## config.mk

```make
export PLATFORM = sky130hd
export DESIGN_NAME = bisection_cut_slab_scan
export DESIGN_NICKNAME = d
export VERILOG_FILES = /design/src/sv/bcss_pkg.sv /design/src/sv/bcss_regs.sv /design/src/sv/bcss_front.sv /design/src/sv/bcss_queue.sv /design/src/sv/bcss_back.sv /design/src/sv/bisection_cut_slab_scan.sv
export SDC_FILE = /design/constraint.sdc
export NUM_CORES = 1
export LEC_CHECK = 0
export BUFFER_PORTS_ARGS = -buffer_cell sky130_fd_sc_hd__buf_2
export CORE_ASPECT_RATIO = 1.25
export CORE_MARGIN = 2
export CORE_UTILIZATION = 45
export DETAILED_ROUTE_END_ITERATION = 7
export PLACE_DENSITY_LB_ADDON = 0.08
export SETUP_SLACK_MARGIN = 0.02
export SLEW_MARGIN = 20
export SYNTH_ARGS = -nofsm -noshare
export SYNTH_HDL_FRONTEND = slang
export SYNTH_HIERARCHICAL = 1
export SYNTH_SLANG_ARGS = --single-unit
export TNS_END_PERCENT = 5
```

## constraint.sdc

```tcl
create_clock -name clk -period 7.1 [get_ports clk]
set_input_delay 0.355 -clock clk [delete_from_list [all_inputs] [get_ports clk]]
set_output_delay 0.355 -clock clk [all_outputs]
set_load 0.02 [all_outputs]
```

## src/sv/bcss_pkg.sv

```systemverilog
package bcss_pkg;

	localparam int COORD_BITS = 32;
	localparam int CNT_W      = 17;
	localparam int TOL_W      = 16;
	localparam int AXIS_W     = 2;

	// count saturation: smaller of the particle limit and the field maximum
	localparam int MAX_PARTICLES = 65536;
	localparam int CNT_FIELD_MAX = (1 << CNT_W) - 1;
	localparam int CNT_CAP_INT   = (MAX_PARTICLES < CNT_FIELD_MAX) ? MAX_PARTICLES
		: CNT_FIELD_MAX;
	localparam logic [CNT_W-1:0] CNT_CAP = CNT_W'(CNT_CAP_INT);

	localparam int QUEUE_DEPTH = 4;
	localparam int QUEUE_AW    = $clog2(QUEUE_DEPTH);

	localparam int IN_TDATA_W  = 96;
	localparam int OUT_TDATA_W = 136;

	localparam int PADDR_W = 4;

	// register indexes, taken from paddr[3:2]
	localparam logic [1:0] REG_CUT_POSITION  = 2'd0;
	localparam logic [1:0] REG_CUT_AXIS      = 2'd1;
	localparam logic [1:0] REG_TIE_TOLERANCE = 2'd2;

	localparam logic [AXIS_W-1:0] AXIS_X = 2'd0;
	localparam logic [AXIS_W-1:0] AXIS_Y = 2'd1;

	typedef struct packed {
		logic [COORD_BITS-1:0] cut_position;
		logic [AXIS_W-1:0]     cut_axis;
		logic [TOL_W-1:0]      tie_tolerance;
	} cfg_t;

	// classified particle, as queued between front and back
	typedef struct packed {
		logic                  side;
		logic                  last;
		logic [COORD_BITS-1:0] coord;
	} entry_t;

	typedef struct packed {
		logic                  side;
		logic                  summary_valid;
		logic [CNT_W-1:0]      total_lower;
		logic [CNT_W-1:0]      total_upper;
		logic [COORD_BITS-1:0] max_lower;
		logic [CNT_W-1:0]      count_lower;
		logic                  lower_found;
		logic [COORD_BITS-1:0] min_upper;
		logic [CNT_W-1:0]      count_upper;
		logic                  upper_found;
	} res_t;

	function automatic logic [CNT_W-1:0] bump(input logic [CNT_W-1:0] c);
		return (c < CNT_CAP) ? c + CNT_W'(1) : c;
	endfunction

	function automatic logic ties(input logic [COORD_BITS-1:0] a,
		input logic [COORD_BITS-1:0] b, input logic [TOL_W-1:0] tol);
		logic [COORD_BITS-1:0] d;
		d = (a > b) ? a - b : b - a;
		return d <= COORD_BITS'(tol);
	endfunction

endpackage

```

## src/sv/bcss_regs.sv

```systemverilog
module bcss_regs (
	input  logic                         clk,
	input  logic                         arst_n,
	input  logic                         psel,
	input  logic                         penable,
	input  logic                         pwrite,
	input  logic [bcss_pkg::PADDR_W-1:0] paddr,
	input  logic [31:0]                  pwdata,
	output logic [31:0]                  prdata,
	output logic                         pready,
	output bcss_pkg::cfg_t               cfg
);
	import bcss_pkg::*;

	cfg_t cfg_q;
	logic wr_en;

	assign pready = 1'b1;
	assign wr_en  = psel & penable & pwrite & pready;
	assign cfg    = cfg_q;

	always_ff @(posedge clk or negedge arst_n) begin
		if (!arst_n) begin
			cfg_q <= '0;
		end else if (wr_en) begin
			unique case (paddr[3:2])
				REG_CUT_POSITION:  cfg_q.cut_position  <= pwdata;
				REG_CUT_AXIS:      cfg_q.cut_axis      <= pwdata[AXIS_W-1:0];
				REG_TIE_TOLERANCE: cfg_q.tie_tolerance <= pwdata[TOL_W-1:0];
				default: ;
			endcase
		end
	end

	always_comb begin
		unique case (paddr[3:2])
			REG_CUT_POSITION:  prdata = cfg_q.cut_position;
			REG_CUT_AXIS:      prdata = {{(32-AXIS_W){1'b0}}, cfg_q.cut_axis};
			REG_TIE_TOLERANCE: prdata = {{(32-TOL_W){1'b0}}, cfg_q.tie_tolerance};
			default:           prdata = '0;
		endcase
	end

endmodule

```

## src/sv/bcss_front.sv

```systemverilog
module bcss_front (
	input  logic                            s_tvalid,
	output logic                            s_tready,
	input  logic [bcss_pkg::IN_TDATA_W-1:0] s_tdata,
	input  logic                            s_tlast,
	input  bcss_pkg::cfg_t                  cfg,
	output logic                            push_valid,
	input  logic                            push_ready,
	output bcss_pkg::entry_t                push_entry
);
	import bcss_pkg::*;

	logic [COORD_BITS-1:0] coord;

	// axis code three falls through to z
	always_comb begin
		case (cfg.cut_axis)
			AXIS_X:  coord = s_tdata[31:0];
			AXIS_Y:  coord = s_tdata[63:32];
			default: coord = s_tdata[95:64];
		endcase
	end

	assign s_tready         = push_ready;
	assign push_valid       = s_tvalid;
	assign push_entry.coord = coord;
	assign push_entry.last  = s_tlast;
	assign push_entry.side  = ~(coord < cfg.cut_position);

endmodule

```

## src/sv/bcss_queue.sv

```systemverilog
module bcss_queue (
	input  logic             clk,
	input  logic             arst_n,
	input  logic             wr_valid,
	output logic             wr_ready,
	input  bcss_pkg::entry_t wr_entry,
	output logic             rd_valid,
	input  logic             rd_ready,
	output bcss_pkg::entry_t rd_entry
);
	import bcss_pkg::*;

	entry_t                slot_q [QUEUE_DEPTH];
	logic [QUEUE_AW-1:0]   wr_ptr_q;
	logic [QUEUE_AW-1:0]   rd_ptr_q;
	logic [QUEUE_AW:0]     fill_q;
	logic                  push;
	logic                  pop;

	assign wr_ready = (fill_q != (QUEUE_AW+1)'(QUEUE_DEPTH));
	assign rd_valid = (fill_q != '0);
	assign push     = wr_valid & wr_ready;
	assign pop      = rd_valid & rd_ready;
	assign rd_entry = slot_q[rd_ptr_q];

	always_ff @(posedge clk) begin
		if (push) begin
			slot_q[wr_ptr_q] <= wr_entry;
		end
	end

	always_ff @(posedge clk or negedge arst_n) begin
		if (!arst_n) begin
			wr_ptr_q <= '0;
			rd_ptr_q <= '0;
			fill_q   <= '0;
		end else begin
			if (push) begin
				wr_ptr_q <= wr_ptr_q + QUEUE_AW'(1);
			end
			if (pop) begin
				rd_ptr_q <= rd_ptr_q + QUEUE_AW'(1);
			end
			case ({push, pop})
				2'b10:   fill_q <= fill_q + (QUEUE_AW+1)'(1);
				2'b01:   fill_q <= fill_q - (QUEUE_AW+1)'(1);
				default: fill_q <= fill_q;
			endcase
		end
	end

endmodule

```

## src/sv/bcss_back.sv

```systemverilog
module bcss_back (
	input  logic             clk,
	input  logic             arst_n,
	input  bcss_pkg::cfg_t   cfg,
	input  logic             rd_valid,
	output logic             rd_ready,
	input  bcss_pkg::entry_t rd_entry,
	output logic             res_valid,
	input  logic             res_ready,
	output bcss_pkg::res_t   res
);
	import bcss_pkg::*;

	logic [CNT_W-1:0]      lo_total_q, up_total_q, lo_cnt_q, up_cnt_q;
	logic [COORD_BITS-1:0] lo_ext_q, up_ext_q;
	logic                  lo_seen_q, up_seen_q;

	logic [CNT_W-1:0]      lo_total_n, up_total_n, lo_cnt_n, up_cnt_n;
	logic [COORD_BITS-1:0] lo_ext_n, up_ext_n;
	logic                  lo_seen_n, up_seen_n;

	logic                  res_valid_q;
	res_t                  res_q;
	res_t                  res_n;
	logic                  take;

	// output register frees up in the same cycle it is drained
	assign rd_ready  = ~res_valid_q | res_ready;
	assign take      = rd_valid & rd_ready;
	assign res_valid = res_valid_q;
	assign res       = res_q;

	always_comb begin
		lo_total_n = lo_total_q;
		up_total_n = up_total_q;
		lo_cnt_n   = lo_cnt_q;
		up_cnt_n   = up_cnt_q;
		lo_ext_n   = lo_ext_q;
		up_ext_n   = up_ext_q;
		lo_seen_n  = lo_seen_q;
		up_seen_n  = up_seen_q;
		if (!rd_entry.side) begin
			lo_total_n = bump(lo_total_q);
			if (!lo_seen_q) begin
				lo_seen_n = 1'b1;
				lo_ext_n  = rd_entry.coord;
				lo_cnt_n  = CNT_W'(1);
			end else if (ties(rd_entry.coord, lo_ext_q, cfg.tie_tolerance)) begin
				lo_cnt_n = bump(lo_cnt_q);
			end else if (rd_entry.coord > lo_ext_q) begin
				lo_ext_n = rd_entry.coord;
				lo_cnt_n = CNT_W'(1);
			end
		end else begin
			up_total_n = bump(up_total_q);
			if (!up_seen_q) begin
				up_seen_n = 1'b1;
				up_ext_n  = rd_entry.coord;
				up_cnt_n  = CNT_W'(1);
			end else if (ties(rd_entry.coord, up_ext_q, cfg.tie_tolerance)) begin
				up_cnt_n = bump(up_cnt_q);
			end else if (rd_entry.coord < up_ext_q) begin
				up_ext_n = rd_entry.coord;
				up_cnt_n = CNT_W'(1);
			end
		end
	end

	// summary fields stay zero except on the last word of a pass
	always_comb begin
		res_n      = '0;
		res_n.side = rd_entry.side;
		if (rd_entry.last) begin
			res_n.summary_valid = 1'b1;
			res_n.total_lower   = lo_total_n;
			res_n.total_upper   = up_total_n;
			res_n.max_lower     = lo_ext_n;
			res_n.count_lower   = lo_cnt_n;
			res_n.lower_found   = lo_seen_n;
			res_n.min_upper     = up_ext_n;
			res_n.count_upper   = up_cnt_n;
			res_n.upper_found   = up_seen_n;
		end
	end

	always_ff @(posedge clk) begin
		if (take) begin
			res_q <= res_n;
		end
	end

	always_ff @(posedge clk or negedge arst_n) begin
		if (!arst_n) begin
			res_valid_q <= 1'b0;
			lo_total_q  <= '0;
			up_total_q  <= '0;
			lo_cnt_q    <= '0;
			up_cnt_q    <= '0;
			lo_ext_q    <= '0;
			up_ext_q    <= '0;
			lo_seen_q   <= 1'b0;
			up_seen_q   <= 1'b0;
		end else begin
			if (take) begin
				res_valid_q <= 1'b1;
			end else if (res_ready) begin
				res_valid_q <= 1'b0;
			end
			if (take && rd_entry.last) begin
				lo_total_q <= '0;
				up_total_q <= '0;
				lo_cnt_q   <= '0;
				up_cnt_q   <= '0;
				lo_ext_q   <= '0;
				up_ext_q   <= '0;
				lo_seen_q  <= 1'b0;
				up_seen_q  <= 1'b0;
			end else if (take) begin
				lo_total_q <= lo_total_n;
				up_total_q <= up_total_n;
				lo_cnt_q   <= lo_cnt_n;
				up_cnt_q   <= up_cnt_n;
				lo_ext_q   <= lo_ext_n;
				up_ext_q   <= up_ext_n;
				lo_seen_q  <= lo_seen_n;
				up_seen_q  <= up_seen_n;
			end
		end
	end

endmodule

```

## src/sv/bisection_cut_slab_scan.sv

```systemverilog
// channel   dir  handshake           payload
// s_*       in   s_tvalid/s_tready   s_tdata pos_x,pos_y,pos_z; s_tlast last
// m_*       out  m_tvalid/m_tready   m_tdata side..upper_found; m_tlast summary_valid
// apb       in   psel/penable        paddr 0 cut_position, 4 cut_axis, 8 tie_tolerance
//
// one word per cycle unless m_tready stalls; back end updates all pass state per word
// a word is registered in the queue, then in the output register, before its result appears
// a four-entry queue between classify and accumulate absorbs output stalls
// reset clears the queue, pass state and registers at once, no clearing pass
module bisection_cut_slab_scan (
	input  logic                             clk,
	input  logic                             arst_n,
	input  logic                             s_tvalid,
	output logic                             s_tready,
	// pos_x [31:0], pos_y [63:32], pos_z [95:64]
	input  logic [bcss_pkg::IN_TDATA_W-1:0]  s_tdata,
	input  logic                             s_tlast,
	output logic                             m_tvalid,
	input  logic                             m_tready,
	// side [0], total_lower [17:1], total_upper [34:18], max_lower [66:35],
	// count_lower [83:67], lower_found [84], min_upper [116:85],
	// count_upper [133:117], upper_found [134], zero [135]
	output logic [bcss_pkg::OUT_TDATA_W-1:0] m_tdata,
	output logic                             m_tlast,
	input  logic                             psel,
	input  logic                             penable,
	input  logic                             pwrite,
	input  logic [bcss_pkg::PADDR_W-1:0]     paddr,
	input  logic [31:0]                      pwdata,
	output logic [31:0]                      prdata,
	output logic                             pready
);
	import bcss_pkg::*;

	cfg_t   cfg;
	entry_t push_entry, pop_entry;
	logic   push_valid, push_ready, pop_valid, pop_ready;
	res_t   res;

	bcss_regs u_regs (
		.clk     (clk),
		.arst_n  (arst_n),
		.psel    (psel),
		.penable (penable),
		.pwrite  (pwrite),
		.paddr   (paddr),
		.pwdata  (pwdata),
		.prdata  (prdata),
		.pready  (pready),
		.cfg     (cfg)
	);

	bcss_front u_front (
		.s_tvalid   (s_tvalid),
		.s_tready   (s_tready),
		.s_tdata    (s_tdata),
		.s_tlast    (s_tlast),
		.cfg        (cfg),
		.push_valid (push_valid),
		.push_ready (push_ready),
		.push_entry (push_entry)
	);

	bcss_queue u_queue (
		.clk      (clk),
		.arst_n   (arst_n),
		.wr_valid (push_valid),
		.wr_ready (push_ready),
		.wr_entry (push_entry),
		.rd_valid (pop_valid),
		.rd_ready (pop_ready),
		.rd_entry (pop_entry)
	);

	bcss_back u_back (
		.clk       (clk),
		.arst_n    (arst_n),
		.cfg       (cfg),
		.rd_valid  (pop_valid),
		.rd_ready  (pop_ready),
		.rd_entry  (pop_entry),
		.res_valid (m_tvalid),
		.res_ready (m_tready),
		.res       (res)
	);

	assign m_tlast = res.summary_valid;
	assign m_tdata = {1'b0, res.upper_found, res.count_upper, res.min_upper,
		res.lower_found, res.count_lower, res.max_lower, res.total_upper,
		res.total_lower, res.side};

endmodule

```

== Word level (Yosys, flattened, before mapping) ==
Memories as Yosys holds them, arrays and structs flattened.
Index checks and enable logic that the tools add are counted.
Storage, ports and cells
  memory bits (writable): 136
  word-level logic and storage cells: 121
  output and inout bits: 172
  flip-flop bits (word level): 328
  memories kept: 1
  input port bits: 140
Memories
  u_queue.slot_q: words 4, bits a word 34, read ports 1, clocked after memory_dff 0, wr ports 1, line bcss_queue.sv:13  | entry_t slot_q [QUEUE_DEPTH];
Operators by class
  $add $sub $neg: 12
  bitwise logic cells: 7
  mux-type cells: 50
  reductions and logical operators: 10
  equality and inequality tests: 6
  magnitude comparators: 10
Operators with widths (count)
  32-bit two-way mux: 14
  17-bit two-way mux: 22
  135-bit two-way mux: 1
  32-bit subtractor: 4
  32-bit one-hot mux with 3 select lines: 1
  17-bit by 1-bit adder with 17-bit output, second input constant: 4
  17-bit less-than comparator, second input constant: 4
  32-bit greater-than comparator: 2
  32-bit by 16-bit <= comparator with 1-bit output: 2
  32-bit less-than comparator: 2
  32-bit one-hot mux with 2 select lines: 1
  1-bit two-way mux: 10
  2-bit by 1-bit == test with 1-bit output, second input constant: 3
  3-bit one-hot mux with 2 select lines: 1
  2-bit AND reduction: 3
  2-bit nonzero test: 3
  2-bit by 1-bit adder with 2-bit output, second input constant: 2
  1-bit AND: 4
  2-bit == test, second input constant: 2
  2-bit logical NOT: 2
  3-bit by 1-bit adder with 3-bit output, second input constant: 1
  3-bit != test, second input constant: 1
  3-bit nonzero test: 1
  3-bit by 1-bit subtractor with 3-bit output, second input constant: 1
  other kinds (3): 4

== Depth between registers and ports, before layout ==
An unclocked memory read counts as a cell.
  depth in word-level cells: 9
  gate-level depth with buffers: 32
  gate-level depth less buffers: 25

== Cells and area by module ==
Netlist, hierarchy kept.
Modules (own cells, without submodules)
  bcss_back: cells an instance 2458, sequential area each 7462.2 sq um, times used 1, area an instance 21048.9 sq um
  bcss_queue: cells an instance 215, sequential area each 4259.1 sq um, times used 1, area an instance 5325.1 sq um
  bcss_regs: cells an instance 167, sequential area each 1251.2 sq um, times used 1, area an instance 2270.9 sq um
  bcss_front: cells an instance 218, sequential area each 0.0 sq um, times used 1, area an instance 1476.4 sq um
  bisection_cut_slab_scan: cells an instance 2, sequential area each 0.0 sq um, times used 1, area an instance 11.3 sq um

== Worst setup path after synthesis ==
OpenSTA, ideal clock, no wires.
  path kind: register to register
  start: reg u_queue.rd_ptr_q[0]
  end: reg u_back.res_q, in the netlist u_back/res[41], data pin
  clock period less this slack: 7.012 ns
  data arrival time: 6.742 ns
  required time: 6.830 ns
  buffers on the path: 9
  setup slack: 0.088 ns
  cell stages (with the launch flop): 32
  library setup time: 0.270 ns
  path through: dfrtp_1 -> buf_2 -> buf_4 -> mux4_2 -> inv_1 -> ha_1 -> clkbuf_1 -> nand4_1 -> or4_1 -> nor2_1 -> mux2_2 -> a31o_2 -> clkbuf_1 -> clkbuf_1 -> clkbuf_1 -> mux2_2 -> ha_1 -> nor2b_1 -> o21a_1 -> o21a_1 -> o211ai_1 -> a21boi_0 -> o21a_1 -> o21ai_0 -> a22o_1 -> and3_1 -> clkbuf_1 -> a21oi_1 -> buf_2 -> buf_1 -> o211ai_1 -> a21oi_1
RTL lines
  start: declaration: line bcss_queue.sv:15  | logic [QUEUE_AW-1:0] rd_ptr_q;
  start signal: assignment: line bcss_queue.sv:42  | rd_ptr_q <= rd_ptr_q + QUEUE_AW'(1);
  end signal: assignment: line bcss_back.sv:88  | res_q <= res_n;
  end: declaration: line bcss_back.sv:23  | res_t res_q;

==> results.yml <==
timing:
  slew_viol_final: 0
  setup_violations: 0
  skew_ns: 0.0171
  period_needed_ns: 6.84
  relSlewSlack: 0.312
  fmax_ghz: 0.146
  period_share: 0.963
  hold_viol: 0
  worst_pin_slew_ns: 1.03
  final.setup.tns_ns: 0
  rsz0062_at_grt: "true"
setup_path:
  cp-start-kind: "flop"
  crit_fanout: 9
  critPathSlowestCell: "mux4_2"
  cp.arrival_ns: 7.30
  endpoint_kind: "flop"
  crit_required_ns: 7.56
  critical_path_class: "flop to flop"
  cp.buffers_inverters: 6
  path_delay_family: "simple AND/OR/NAND/NOR gates"
  cpPeakStageDelay_ns: 0.66
logic_synthesis:
  seq_area_frac_synth: 0.431
  syn_avg_cell_area_sq_um: 9.85
  ys_ff_latch: 464
  syn_area_sq_um: 30100
  syn_inst: 3060
  synthArstFlopShare: 0.414
  synth_edf_count: 272
  yosys_warnings: 6
  syn-num-nets: 3403
  ys_types: 93
  ys.flop_type: "edfxtp_1"
detailed_routing:
  via_per_inst: 5.93
  ant_nets: 0
  routed_wirelength_mm: 98.1
  drt_first_pass_iters: 6
  drc: 0
  drtIter0Drc: 1957
  vias: 26076
  wl_per_cell_microns: 22.3
final_layout:
  fill_cells: 6026
  syn_to_final_growth_pct: 19.2
  final_nets: 3835
  regArea_sq_um: 13000
  diodes: 0
  multi_input_area_sq_um: 15700
  drive_gt1_frac: 0.223
clocking:
  htreeDepth: 2
  root_buffer: "clkbuf_16"
  cts.sink_count: 464
  cts-buffers-inserted: 50
  cts_tree: "built"
  clockBufferDepth: 3
  clock_latency_ns: 0.60
  clk_pin_slew_ns: 0.06
floorplanning:
  start_util: 0.453
  core_sq_um: 66600
  design.die.area_sq_um: 69100
  die_x_microns: 235
  die_y_microns: 293
  num_rows: 106
  ioPinCount: 312
flow_run:
  maxCapViolations: 0
outcome:
  status: "finished, final reports clean"
placement:
  dp_hpwl_mm: 76.1
  port-buffer-count: 307
  gp_congestion: 0.942
global_routing:
  antenna_found_initial: 0
  grt_pass1_wl_mm: 151
  track_usage: 0.279
  grt_overflow: 0
  grt_max_degree: 88
  grt_pass1_vias: 25933
hold_path:
  hold_class: "input port to flop"
-- worst paths after layout --
kind                                      from             endpoint  slack [ns]  cells after the start
max                        u_queue/rd_ptr_q[0]       u_back/res[65]        0.26                     27
min                                  pwdata[0]        u_regs/cfg[0]        0.03                      2
max reg2reg                u_queue/rd_ptr_q[0]       u_back/res[65]        0.26                     27
min reg2reg                  u_queue/fill_q[2]    u_queue/fill_q[2]        0.48                      1
max in group asynchronous               arst_n  u_queue/rd_ptr_q[0]        5.20                      3
min in group asynchronous               arst_n   u_back/lo_ext_q[4]        0.30                      2
-- through the flow --
step,setup slack [ns],instances,utilization,hold WS [ns],cell area [sq um]
2_1_floorplan,0.0877,3060,-,0.0594,30100
3_3_place_gp,0.0583,4273,0.509,0.409,33900
3_5_place_dp,0.0449,4273,0.509,0.407,33900
4_1_cts,0.0164,4395,0.538,0.00297,35800
5_1_grt,0.00621,4397,0.540,0.0217,35900
6_report,0.264,4397,0.540,0.0349,35900
-- registers in the layout, summed over array words and instances (netlist names), 3 cells and up --
signal,flops
u_back/res,136
u_queue/slot_q,136
u_back/lo_cnt_q,17
u_back/lo_ext_q,32
u_queue/fill_q,3
u_regs/cfg,50
u_back/up_ext_q,32
u_back/up_cnt_q,17
u_back/lo_total_q,17
u_back/up_total_q,17
-- cells by family after synthesis --
| family | synth area share |
|---|---|
| and+or+nand+nor | 0.135 |
| muxes | 0.0773 |
| buffers and inverters | 0.0523 |
| adders and majority gates | 0.0855 |
| DFF | 0.431 |
| other | 0.000249 |
| AOI/OAI and AO/OA | 0.191 |
| xor gates and xnor gates | 0.0285 |
-- cell usage in the layout, fill, tap and decap left out, types with 10 or more instances in the layout --
cell	count
inv_1	175
and3_1	35
nor2b_1	10
o211ai_1	54
xor2_1	42
a211oi_1	22
clkbuf_16	51
a31oi_1	31
edfxtp_1	272
buf_12	17
o21ai_1	12
o21ai_0	197
nor4_1	15
a31o_2	13
ha_1	197
a32o_1	37
nand3_1	82
nand2_1	295
o21a_1	20
nor2_1	175
and2_1	27
buf_2	306
mux4_2	34
a21oi_1	287
dlygate4sd3_1	29
nor3_1	58
o31ai_1	13
mux2i_1	87
clkinv_2	12
buf_4	221
xnor2_1	56
a221oi_1	14
a21o_1	49
a22o_1	39
mux2_2	56
dfrtp_1	189
nand4_1	58
o21bai_1	13
-- cell usage after synthesis (10+ instances only) --
cell type    n  area (sq um)
nand2_1    296          1110
a21oi_1    290          1450
edfxtp_1   272          8170
o21ai_0    199           996
ha_1       198          2480
dfrtp_1    192          4800
inv_1      177           664
nor2_1     177           664
clkbuf_1   121           454
mux2i_1     88           881
nand3_1     82           410
nor3_1      59           295
nand4_1     58           363
mux2_2      56           631
xnor2_1     56           490
o211ai_1    54           405
a21o_1      49           368
xor2_1      42           368
a22o_1      39           342
a32o_1      37           370
and3_1      35           219
buf_2       34           170
mux4_2      34           766
a31oi_1     31           194
and2_1      27           169
buf_4       23           173
a211oi_1    22           165
o21a_1      20           150
nor4_1      16           100
a221oi_1    15           131
buf_1       15          56.3
a31o_2      13           114
o21bai_1    13          97.6
o31ai_1     13          97.6
o21ai_1     12          60.1
nor2b_1     10          62.6
-- worst register-to-register path: stages, from the launching register on --
cell and delay, ns:
dfrtp_2 0.37, buf_12 0.14, buf_6 0.19, mux4_2 0.67, inv_1 0.16, ha_1 0.17, nand4_1 0.25, nor3_1 0.29
a221oi_2 0.11, a21oi_2 0.30, or2_1 0.20, buf_12 0.15, buf_4 0.16, mux2_2 0.36, ha_1 0.29, nor2b_1 0.14
o21a_1 0.16, o21a_1 0.16, o21bai_1 0.23, a211oi_1 0.21, nor3_1 0.24, mux2i_2 0.16, or4_4 0.49, nor4_4 0.25
buf_4 0.21, nand4_1 0.11, or4_1 0.43, nand3_1 0.10
-- layout make-up --
class | instances | share of cell area
multi-input combinational | 2219 | 0.436
sequential | 464 | 0.361
timing repair buffer | 578 | 0.108
clock buffer | 62 | 0.0372
tap | 864 | 0.0301
inverter | 179 | 0.0189
clock inverter | 31 | 0.00871
-- repair_timing --
item / 4_1_cts / 5_1_grt
pin swaps: 0 / 2
cloned: 0 / 0
hold buffers: 29 / 0
resized for setup: 1 / 15
setup endpoints to repair: 2 / 169
setup buffers: 0 / 2
hold endpoints to repair: 105 / 0
-- layer usage --
layer	vias to the layer above	global-route usage	wire [microns]
li1	12214	-	-
met4	0	0.0938	3270
met1	12769	0.367	42200
met5	-	0	0
met3	175	0.0279	4840
met2	918	0.483	47800
Power is left out: the tool's default activity adds up to more than one toggle a clock period on the data nets, which glitch-free logic cannot reach.
